<file path="src/rtl/qclp_pkg.sv">
`timescale 1ns / 1ps
package qclp_pkg;

    localparam int MAX_NODES  = 8;
    localparam int IDX_W      = (MAX_NODES > 1) ? $clog2(MAX_NODES) : 1;
    localparam int CNT_W      = $clog2(MAX_NODES + 1);
    localparam int CFG_W      = 4;
    localparam int NCMP_W     = (CNT_W > CFG_W) ? CNT_W : CFG_W;
    localparam int MODE_W     = 2;
    localparam int NODE_W     = 3;
    localparam int PAGE_W     = 48;
    localparam int OFF_W      = 16;
    localparam int KEY_W      = PAGE_W + OFF_W;
    localparam int CCNT_W     = 4;
    localparam int QUORUM_MAX = MAX_NODES / 2 + 1;
    localparam int SEL_W      = (QUORUM_MAX > 1) ? $clog2(QUORUM_MAX) : 1;

    localparam logic [MODE_W-1:0] MODE_REPORT     = 2'd0;
    localparam logic [MODE_W-1:0] MODE_CONNECT    = 2'd1;
    localparam logic [MODE_W-1:0] MODE_DISCONNECT = 2'd2;
    localparam logic [MODE_W-1:0] MODE_UNUSED     = 2'd3;

    localparam logic [CFG_W-1:0] NODE_COUNT_RESET = 4'd1;

    typedef logic [KEY_W-1:0] t_key;

    typedef struct packed {
        logic clr;
        logic ins;
    } t_rank_ctl;

endpackage

</file>
<file path="src/rtl/qclp_if.sv">
`timescale 1ns / 1ps
interface qclp_in_if;
    import qclp_pkg::*;

    logic                valid;
    logic                ready;
    logic [MODE_W-1:0]   mode;
    logic [NODE_W-1:0]   node_index;
    logic [PAGE_W-1:0]   report_page;
    logic [OFF_W-1:0]    report_offset;

    modport source (output valid, mode, node_index, report_page, report_offset,
                    input ready);
    modport sink (input valid, mode, node_index, report_page, report_offset,
                  output ready);
endinterface

interface qclp_out_if;
    import qclp_pkg::*;

    logic                valid;
    logic                ready;
    logic                accepted;
    logic                position_raised;
    logic                quorum_met;
    logic                consensus_valid;
    logic [PAGE_W-1:0]   consensus_page;
    logic [OFF_W-1:0]    consensus_offset;
    logic [CCNT_W-1:0]   connected_count;

    modport source (output valid, accepted, position_raised, quorum_met, consensus_valid,
                    consensus_page, consensus_offset, connected_count,
                    input ready);
    modport sink (input valid, accepted, position_raised, quorum_met, consensus_valid,
                  consensus_page, consensus_offset, connected_count,
                  output ready);
endinterface

</file>
<file path="src/rtl/qclp_pos_ram.sv">
`timescale 1ns / 1ps
module qclp_pos_ram (
    input  logic                       i_clk,
    input  logic                       i_we,
    input  logic [qclp_pkg::IDX_W-1:0] i_waddr,
    input  qclp_pkg::t_key             i_wdata,
    input  logic [qclp_pkg::IDX_W-1:0] i_raddr,
    output qclp_pkg::t_key             o_rdata
);
    import qclp_pkg::*;

    t_key r_mem [MAX_NODES];
    t_key r_rdata;

    always_ff @(posedge i_clk) begin
        if (i_we) begin
            r_mem[i_waddr] <= i_wdata;
        end
        r_rdata <= r_mem[i_raddr];
    end

    assign o_rdata = r_rdata;

endmodule

</file>
<file path="src/rtl/qclp_rank_sel.sv">
`timescale 1ns / 1ps
module qclp_rank_sel (
    input  logic                       i_clk,
    input  logic                       i_rst_n,
    input  qclp_pkg::t_rank_ctl        i_ctl,
    input  qclp_pkg::t_key             i_key,
    input  logic [qclp_pkg::SEL_W-1:0] i_sel,
    output qclp_pkg::t_key             o_key,
    output logic                       o_vld
);
    import qclp_pkg::*;

    t_key                  r_key [QUORUM_MAX];
    logic [QUORUM_MAX-1:0] r_vld;
    t_key                  n_key [QUORUM_MAX];
    logic [QUORUM_MAX-1:0] n_vld;
    logic [QUORUM_MAX-1:0] w_gt;

    // keep slots sorted descending; a new key lands above the first smaller or empty slot
    always_comb begin
        for (int k = 0; k < QUORUM_MAX; k++) begin
            w_gt[k] = !r_vld[k] || (i_key > r_key[k]);
        end
        n_key[0] = w_gt[0] ? i_key : r_key[0];
        n_vld[0] = r_vld[0] | w_gt[0];
        for (int k = 1; k < QUORUM_MAX; k++) begin
            if (!w_gt[k]) begin
                n_key[k] = r_key[k];
                n_vld[k] = r_vld[k];
            end else if (!w_gt[k-1]) begin
                n_key[k] = i_key;
                n_vld[k] = 1'b1;
            end else begin
                n_key[k] = r_key[k-1];
                n_vld[k] = r_vld[k-1];
            end
        end
    end

    always_ff @(posedge i_clk) begin
        if (!i_rst_n) begin
            r_vld <= '0;
        end else if (i_ctl.clr) begin
            r_vld <= '0;
        end else if (i_ctl.ins) begin
            r_vld <= n_vld;
        end
    end

    always_ff @(posedge i_clk) begin
        if (i_ctl.ins) begin
            r_key <= n_key;
        end
    end

    always_comb begin
        o_key = '0;
        o_vld = 1'b0;
        if (int'(i_sel) < QUORUM_MAX) begin
            o_key = r_key[i_sel];
            o_vld = r_vld[i_sel];
        end
    end

endmodule

</file>
<file path="src/rtl/quorum_consensus_log_position_top.sv">
`timescale 1ns / 1ps
// Channel   Direction  Transfer when           Payload
// i_in      in         valid && ready          mode, node_index, report_page, report_offset
// o_out     out        valid && ready          accepted .. connected_count
// cfg       in         i_cfg_we                node_count (i_cfg_wdata)
//
// One event at a time: a new input transfer is taken only after the position memory,
// whose single read port is scanned one node a cycle over the effective node count,
// has been scanned and the result has been loaded into the output register.
// Reset is synchronous, active low; node_count returns to 1, all nodes disconnected
// and unreported. The result waits in an output register while the next event runs.
module quorum_consensus_log_position_top (
    input  logic                       i_clk,
    input  logic                       i_rst_n,
    input  logic                       i_cfg_we,
    input  logic [qclp_pkg::CFG_W-1:0] i_cfg_wdata,
    qclp_in_if.sink                    i_in,
    qclp_out_if.source                 o_out
);
    import qclp_pkg::*;

    localparam logic [1:0] S_IDLE = 2'd0;
    localparam logic [1:0] S_UPD  = 2'd1;
    localparam logic [1:0] S_SCAN = 2'd2;
    localparam logic [1:0] S_OUT  = 2'd3;

    logic [1:0]           r_state;
    logic [CFG_W-1:0]     r_ncfg;
    logic [MAX_NODES-1:0] r_conn;
    logic [MAX_NODES-1:0] r_rep;
    logic [NCMP_W-1:0]    r_cnt;
    logic                 r_pend;
    logic [IDX_W-1:0]     r_pidx;
    logic                 r_acc;
    logic                 r_raise;
    logic [MODE_W-1:0]    r_mode;
    logic [IDX_W-1:0]     r_idx;
    t_key                 r_key;

    logic                 r_out_valid;
    logic                 r_out_acc;
    logic                 r_out_raise;
    logic                 r_out_qmet;
    logic                 r_out_cvalid;
    logic [PAGE_W-1:0]    r_out_page;
    logic [OFF_W-1:0]     r_out_off;
    logic [CCNT_W-1:0]    r_out_ccnt;

    logic [NCMP_W-1:0]    w_n;
    logic [NCMP_W-1:0]    w_quorum;
    logic [CNT_W-1:0]     w_ccnt;
    logic                 w_qmet;
    logic                 w_in_xfer;
    logic                 w_out_xfer;
    logic                 w_load;
    logic                 w_acc_in;
    logic                 w_we;
    logic [IDX_W-1:0]     w_raddr;
    t_key                 w_rdata;
    t_rank_ctl            w_rank_ctl;
    t_key                 w_sel_key;
    logic                 w_sel_vld;
    logic                 w_cvalid;

    assign w_n = (NCMP_W'(r_ncfg) > NCMP_W'(MAX_NODES)) ? NCMP_W'(MAX_NODES)
                                                          : NCMP_W'(r_ncfg);
    assign w_quorum = (w_n >> 1) + NCMP_W'(1);

    always_comb begin
        w_ccnt = '0;
        for (int i = 0; i < MAX_NODES; i++) begin
            if (r_conn[i] && (NCMP_W'(i) < w_n)) begin
                w_ccnt = w_ccnt + CNT_W'(1);
            end
        end
    end

    assign w_qmet     = NCMP_W'(w_ccnt) >= w_quorum;
    assign w_in_xfer  = i_in.valid && i_in.ready;
    assign w_out_xfer = r_out_valid && o_out.ready;
    assign w_load     = (r_state == S_OUT) && (!r_out_valid || o_out.ready);
    assign w_acc_in   = (NCMP_W'(i_in.node_index) < w_n) && (i_in.mode != MODE_UNUSED);

    assign w_we = (r_state == S_UPD) && r_acc && (r_mode == MODE_REPORT)
                  && (!r_rep[r_idx] || (r_key > w_rdata));

    assign w_raddr = (r_state == S_IDLE) ? IDX_W'(i_in.node_index) : r_cnt[IDX_W-1:0];

    assign w_rank_ctl.clr = (r_state == S_UPD);
    assign w_rank_ctl.ins = r_pend && r_conn[r_pidx] && r_rep[r_pidx];

    qclp_pos_ram u_pos_ram (
        .i_clk   (i_clk),
        .i_we    (w_we),
        .i_waddr (r_idx),
        .i_wdata (r_key),
        .i_raddr (w_raddr),
        .o_rdata (w_rdata)
    );

    qclp_rank_sel u_rank_sel (
        .i_clk   (i_clk),
        .i_rst_n (i_rst_n),
        .i_ctl   (w_rank_ctl),
        .i_key   (w_rdata),
        .i_sel   (SEL_W'(w_n >> 1)),
        .o_key   (w_sel_key),
        .o_vld   (w_sel_vld)
    );

    assign w_cvalid = w_qmet && w_sel_vld;

    always_ff @(posedge i_clk) begin
        if (!i_rst_n) begin
            r_state     <= S_IDLE;
            r_ncfg      <= NODE_COUNT_RESET;
            r_conn      <= '0;
            r_rep       <= '0;
            r_cnt       <= '0;
            r_pend      <= 1'b0;
            r_out_valid <= 1'b0;
        end else begin
            if (i_cfg_we) begin
                r_ncfg <= i_cfg_wdata;
            end
            if (w_load) begin
                r_out_valid <= 1'b1;
            end else if (w_out_xfer) begin
                r_out_valid <= 1'b0;
            end
            case (r_state)
                S_IDLE: begin
                    if (w_in_xfer) begin
                        r_state <= S_UPD;
                    end
                end
                S_UPD: begin
                    if (w_we) begin
                        r_rep[r_idx] <= 1'b1;
                    end
                    if (r_acc && (r_mode == MODE_CONNECT)) begin
                        r_conn[r_idx] <= 1'b1;
                    end
                    if (r_acc && (r_mode == MODE_DISCONNECT)) begin
                        r_conn[r_idx] <= 1'b0;
                    end
                    r_cnt   <= '0;
                    r_state <= S_SCAN;
                end
                S_SCAN: begin
                    if (r_cnt < w_n) begin
                        r_pend <= 1'b1;
                        r_cnt  <= r_cnt + NCMP_W'(1);
                    end else begin
                        r_pend  <= 1'b0;
                        r_state <= S_OUT;
                    end
                end
                S_OUT: begin
                    if (w_load) begin
                        r_state <= S_IDLE;
                    end
                end
                default: begin
                    r_state <= S_IDLE;
                end
            endcase
        end
    end

    always_ff @(posedge i_clk) begin
        r_pidx <= r_cnt[IDX_W-1:0];
        if (w_in_xfer) begin
            r_acc  <= w_acc_in;
            r_mode <= i_in.mode;
            r_idx  <= IDX_W'(i_in.node_index);
            r_key  <= {i_in.report_page, i_in.report_offset};
        end
        if (r_state == S_UPD) begin
            r_raise <= w_we;
        end
        if (w_load) begin
            r_out_acc    <= r_acc;
            r_out_raise  <= r_raise;
            r_out_qmet   <= w_qmet;
            r_out_cvalid <= w_cvalid;
            r_out_page   <= w_cvalid ? w_sel_key[KEY_W-1:OFF_W] : '0;
            r_out_off    <= w_cvalid ? w_sel_key[OFF_W-1:0] : '0;
            r_out_ccnt   <= CCNT_W'(w_ccnt);
        end
    end

    assign i_in.ready             = (r_state == S_IDLE);
    assign o_out.valid            = r_out_valid;
    assign o_out.accepted         = r_out_acc;
    assign o_out.position_raised  = r_out_raise;
    assign o_out.quorum_met       = r_out_qmet;
    assign o_out.consensus_valid  = r_out_cvalid;
    assign o_out.consensus_page   = r_out_page;
    assign o_out.consensus_offset = r_out_off;
    assign o_out.connected_count  = r_out_ccnt;

    a_raise_needs_accept: assert property (@(posedge i_clk) disable iff (!i_rst_n)
        o_out.valid && o_out.position_raised |-> o_out.accepted)
        else $error("position raised on an event that was not applied");

    a_consensus_needs_quorum: assert property (@(posedge i_clk) disable iff (!i_rst_n)
        o_out.valid && o_out.consensus_valid |-> o_out.quorum_met)
        else $error("consensus valid without quorum");

    a_no_consensus_zero: assert property (@(posedge i_clk) disable iff (!i_rst_n)
        o_out.valid && !o_out.consensus_valid
            |-> (o_out.consensus_page == '0) && (o_out.consensus_offset == '0))
        else $error("consensus position not cleared");

    a_write_only_in_update: assert property (@(posedge i_clk) disable iff (!i_rst_n)
        w_we |-> (r_state == S_UPD) && (r_mode == MODE_REPORT) && r_acc)
        else $error("position memory written outside a report update");

    a_scan_in_range: assert property (@(posedge i_clk) disable iff (!i_rst_n)
        (r_state == S_SCAN) |-> (r_cnt <= w_n))
        else $error("scan counter beyond node count");

endmodule

</file>
<file path="src/flat_wrapper.sv">
// flat-port wrapper written by rule: the top's interface ports become plain ports
module quorum_consensus_log_position_top_flat import qclp_pkg::*;
  (i_clk, i_rst_n, i_cfg_we, i_cfg_wdata, i_in_valid, i_in_mode, i_in_node_index, i_in_report_page, i_in_report_offset, i_in_ready, o_out_valid, o_out_accepted, o_out_position_raised, o_out_quorum_met, o_out_consensus_valid, o_out_consensus_page, o_out_consensus_offset, o_out_connected_count, o_out_ready);
  qclp_in_if i_in_i ();
  qclp_out_if o_out_i ();
  input  logic i_clk;
  input  logic i_rst_n;
  input  logic i_cfg_we;
  input  logic [qclp_pkg::CFG_W-1:0] i_cfg_wdata;
  input wire logic [$bits(i_in_i.valid)-1:0] i_in_valid;
  input wire logic [$bits(i_in_i.mode)-1:0] i_in_mode;
  input wire logic [$bits(i_in_i.node_index)-1:0] i_in_node_index;
  input wire logic [$bits(i_in_i.report_page)-1:0] i_in_report_page;
  input wire logic [$bits(i_in_i.report_offset)-1:0] i_in_report_offset;
  output wire logic [$bits(i_in_i.ready)-1:0] i_in_ready;
  output wire logic [$bits(o_out_i.valid)-1:0] o_out_valid;
  output wire logic [$bits(o_out_i.accepted)-1:0] o_out_accepted;
  output wire logic [$bits(o_out_i.position_raised)-1:0] o_out_position_raised;
  output wire logic [$bits(o_out_i.quorum_met)-1:0] o_out_quorum_met;
  output wire logic [$bits(o_out_i.consensus_valid)-1:0] o_out_consensus_valid;
  output wire logic [$bits(o_out_i.consensus_page)-1:0] o_out_consensus_page;
  output wire logic [$bits(o_out_i.consensus_offset)-1:0] o_out_consensus_offset;
  output wire logic [$bits(o_out_i.connected_count)-1:0] o_out_connected_count;
  input wire logic [$bits(o_out_i.ready)-1:0] o_out_ready;
  assign i_in_i.valid = i_in_valid;
  assign i_in_i.mode = i_in_mode;
  assign i_in_i.node_index = i_in_node_index;
  assign i_in_i.report_page = i_in_report_page;
  assign i_in_i.report_offset = i_in_report_offset;
  assign i_in_ready = i_in_i.ready;
  assign o_out_valid = o_out_i.valid;
  assign o_out_accepted = o_out_i.accepted;
  assign o_out_position_raised = o_out_i.position_raised;
  assign o_out_quorum_met = o_out_i.quorum_met;
  assign o_out_consensus_valid = o_out_i.consensus_valid;
  assign o_out_consensus_page = o_out_i.consensus_page;
  assign o_out_consensus_offset = o_out_i.consensus_offset;
  assign o_out_connected_count = o_out_i.connected_count;
  assign o_out_i.ready = o_out_ready;
  quorum_consensus_log_position_top u_core (.i_clk(i_clk), .i_rst_n(i_rst_n), .i_cfg_we(i_cfg_we), .i_cfg_wdata(i_cfg_wdata), .i_in(i_in_i), .o_out(o_out_i));
endmodule
</file>
<file path="config.mk">
export PLATFORM = sky130hd
export DESIGN_NAME = quorum_consensus_log_position_top_flat
export DESIGN_NICKNAME = d
export VERILOG_FILES = /design/src/rtl/qclp_pkg.sv /design/src/rtl/qclp_if.sv /design/src/rtl/qclp_pos_ram.sv /design/src/rtl/qclp_rank_sel.sv /design/src/rtl/quorum_consensus_log_position_top.sv /design/src/flat_wrapper.sv
export SDC_FILE = /design/constraint.sdc
export NUM_CORES = 2
export LEC_CHECK = 0
export ABC_AREA = 1
export BUFFER_PORTS_ARGS = -buffer_cell sky130_fd_sc_hd__buf_2
export CORE_UTILIZATION = 55
export CTS_CLUSTER_SIZE = 10
export DETAILED_ROUTE_END_ITERATION = 8
export GPL_TIMING_DRIVEN = 1
export PLACE_DENSITY = 0.86
export SYNTH_ARGS = -nofsm -noshare
export SYNTH_HDL_FRONTEND = slang
export SYNTH_SLANG_ARGS = --single-unit
</file>
<file path="constraint.sdc">
create_clock -name i_clk -period 5.58 [get_ports i_clk]
set_clock_uncertainty 0.2 [all_clocks]
set_input_delay 1.116 -clock i_clk [delete_from_list [all_inputs] [get_ports i_clk]]
set_output_delay 1.116 -clock i_clk [all_outputs]
set_load 0.01 [all_outputs]
</file>
==> summary.md <==
| Metric | Value |
|---|---|
| Status | completed |
| Clock Tree Buf Depth | 3 |
| Max-Cap Viols | 0 |
| CTS tree | built |
| # H-tree levels | 3 |
| Gr ovfl total | 0 |
| Cells after synthesis | ~5000 |
| Fmax | 0.186 GHz |
| Final hold viol count | 0 |
| Tmin final | 5.37 ns |
| Setup Viol. Count Final | 0 |
| Most used cell along the critical path | nand2_2 |
| Max incr delay on CP | roughly 0.38 ns |
| Crit path max fanout | 28 |
| Relative slew slack | 31.4% |
| Share of layout cells above drive strength 1 | 9.30% |
| Post-synthesis net count | between 5000 and 6000 |
| Vias in the first global route | 38700 |
| Remaining DRCs | 0 |
| Syn_area_per_cell | 10.5 sq um |
| Root Buffer | clkbuf_16 |
| Hold buffers post-CTS | 0 |
| Pleak | between 20 and 25 nW |
| CTS clock-pin slew for the worst setup and hold paths | approximately 0.060 ns |
| Commonest non-fill, non-tap cell in the layout | edfxtp_1 |
| Cell Area, Placed | 54700 sq um |
| DRT Pass-1 Iters | 7 |
| Num CTS Buffers | 119 |
| CP Capture Type | register |
| Post-route cell area | 58800 sq um |
| Die Y-Extent | 310 um |
| # port buffers | roughly 150 |
| DRT Wirelength | 150000 um |
| I/O Pins | ~150 |
| Pre-CTS WS | -0.295 ns |
| # rows | 112 |
| Peak supply drop | between 0.3 and 0.4 mV |
| Final nets | 5621 |
| Synth async-reset ratio | 0% |
| WP data arrival | 5.61 ns |
| Placed instance count | approximately 6300 |
| Slew Limit Fails | 0 |
| Placeable core area | between 90000 and 100000 sq um |
| Measured slew at the worst slew-check pin | 1.03 ns |
| Seq/Total Area, Yosys | 59.8% |
| Total chip power | ~25 mW |
| Power Density | 427 nW/um^2 |
| Number of clock sinks | 1075 |
| Crit share post-route | 96.3% |
| ANT nets after route | 0 |
| Iter 0 DRT Violations | approximately 5700 |
| Vias | around 40000 |
| Clock latency on the worst-skew pair | 0.72 ns |
| Worst EP required | 5.81 ns |
| Routed WL per cell | 23.1 um |
| Ant diodes | 0 |
| Largest net degree at the start of global routing | 147 |
| Fin cells | about 6500 |
| RD Place Congestion | 0.952 |
| Slowest CP cell | buf_4 |
| Die Outline Area | 96300 sq um |
| Tot GR Track Use | between 30% and 40% |
| Antenna violations before repair | 4 |
| Worst hold slack | 0.222 ns |
| Critical Path Start Type | register |
| First-pass GRT wire length | 224000 um |
| Chip Width | 310 um |
| Ys Warns | 0 |
| Ys flop type | edfxtp_1 |
| Final WS setup | 0.206 ns |
| HPWL Detailed | approximately 93000 um |
| Mapped Area | 52300 sq um |
| Synth Register Bits | between 1000 and 1500 |
| Filler instances | 6848 |
| Kind of critical path | reg2reg |
| EDFF count, synth | 975 |
| Hold WC Path Type | reg2reg |
| Initial Util | 55.8% |
| Highest-count cells in the layout ignoring fill and taps | edfxtp_1, nand2_1, o21ai_0 |
| Vias/cell | 6.22 |
| Area delta synth->final | 12.3% |
| Distinct cells, synth | 43 |
-- cells by family (layout without fill, tap and decap cells) --
| family | count (synthesis) | count (layout) | share of synthesized area, % |
|---|---|---|---|
| AO/OA/AOI/OAI | 1237 | 1237 | 13.1 |
| XOR/XNOR | 5 | 5 | 0.0837 |
| adder cells (fa/ha/maj) | 407 | 407 | 9.74 |
| buffers and inverters | 768 | 1010 | 5.68 |
| flip-flops | 1075 | 1075 | 59.8 |
| other | 1 | 1 | 0.00717 |
| AND/OR/NAND/NOR | 1504 | 1504 | 11.6 |
-- path summary, 6_finish.rpt --
kind,from,to,slack (ns),cells after the start
worst min register to register,u_core.r_raise,u_core.o_out.position_raised,0.22,0
worst max register to register,u_core.r_ncfg[1],u_core.o_out.consensus_page[38],0.21,36
worst min-delay path,u_core.r_raise,u_core.o_out.position_raised,0.22,0
worst max-delay path,u_core.r_ncfg[1],u_core.o_out.consensus_page[38],0.21,36
-- final cells by class --
cell class | instances | area, sq um | area share, %
multi-input combinational | 3154 | 18500 | 31.5
sequential | 1075 | 31300 | 53.2
timing repair buffer | 243 | 1800 | 3.07
clock buffer | 216 | 3420 | 5.83
inverter | 543 | 2060 | 3.50
clock inverter | 8 | 134 | 0.228
tap | 1254 | 1570 | 2.67
-- where the power goes --
part	internal (mW)	switching (mW)	leakage (nW)
registers	9.52	1.08	9.65
clock network	4.12	3.16	1.69
logic	2.31	4.91	12.4
-- layer usage --
layer | vias up | track usage (%) | share of wire, %
met5 | - | 0 | 0.023
met4 | 6 | 17.2 | 6.0
met3 | 519 | 6.11 | 12
met2 | 2917 | 48.0 | 45
met1 | 19000 | 40.4 | 37
li1 | 18000 | - | -
-- critical path, delay by kind of cell, from the launching register on --
kind,cells,cell delay [ns]
AND/OR/NAND/NOR,17,1.58
buffers and inverters,10,1.33
adder cells (fa/ha/maj),5,1.22
AO/OA/AOI/OAI,4,0.40
flip-flops,1,0.35
-- flip-flops by register name, indices dropped and copies added, names as in the netlist, 2 cells and up, named ones only --
| name | flops |
|---|---|
| u_core.u_pos_ram.r_mem | 512 |
| u_core.u_rank_sel.r_key | 320 |
| u_core.r_key | 64 |
| u_core.u_pos_ram.o_rdata | 64 |
| u_core.o_out.consensus_page | 48 |
| u_core.o_out.consensus_offset | 16 |
| u_core.r_rep | 8 |
| u_core.u_rank_sel.r_vld | 5 |
| u_core.o_out.connected_count | 4 |
| u_core.r_cnt | 4 |
| u_core.r_ncfg | 4 |
| u_core.r_idx | 3 |
| u_core.r_pidx | 3 |
| u_core.r_mode | 2 |
| u_core.r_state | 2 |
-- synthesized netlist by cell type (13+ instances only) --
master / instances / area, sq um
a22oi_1: 34 / 255
nor3_1: 23 / 115
a21oi_1: 304 / 1520
o21ai_0: 615 / 3080
a31oi_1: 78 / 488
ha_1: 407 / 5090
o21a_1: 13 / 97.6
nand4_1: 38 / 238
o22ai_1: 87 / 544
o221ai_1: 53 / 464
nor2_1: 549 / 2060
a211oi_1: 23 / 173
clkbuf_1: 144 / 541
nand3_1: 147 / 736
nand2_1: 712 / 2670
dfxtp_1: 100 / 2000
edfxtp_1: 975 / 29300
buf_2: 69 / 345
inv_1: 538 / 2020
-- repair_timing --
action	CTS	global route
setup buffers	9	2
gates cloned	1	2
setup endpoints to repair	65	65
pin swaps	9	20
resized for setup	23	83
-- per-stage QoR --
step	TNS [ns]	util, %
finish	0	62.7
global route	-0.141	62.7
CTS	0	62.3
detailed placement	-15.96	58.3
global placement	-16.49	58.3
floorplan	0	-
Power figures use the tool's default switching activity.
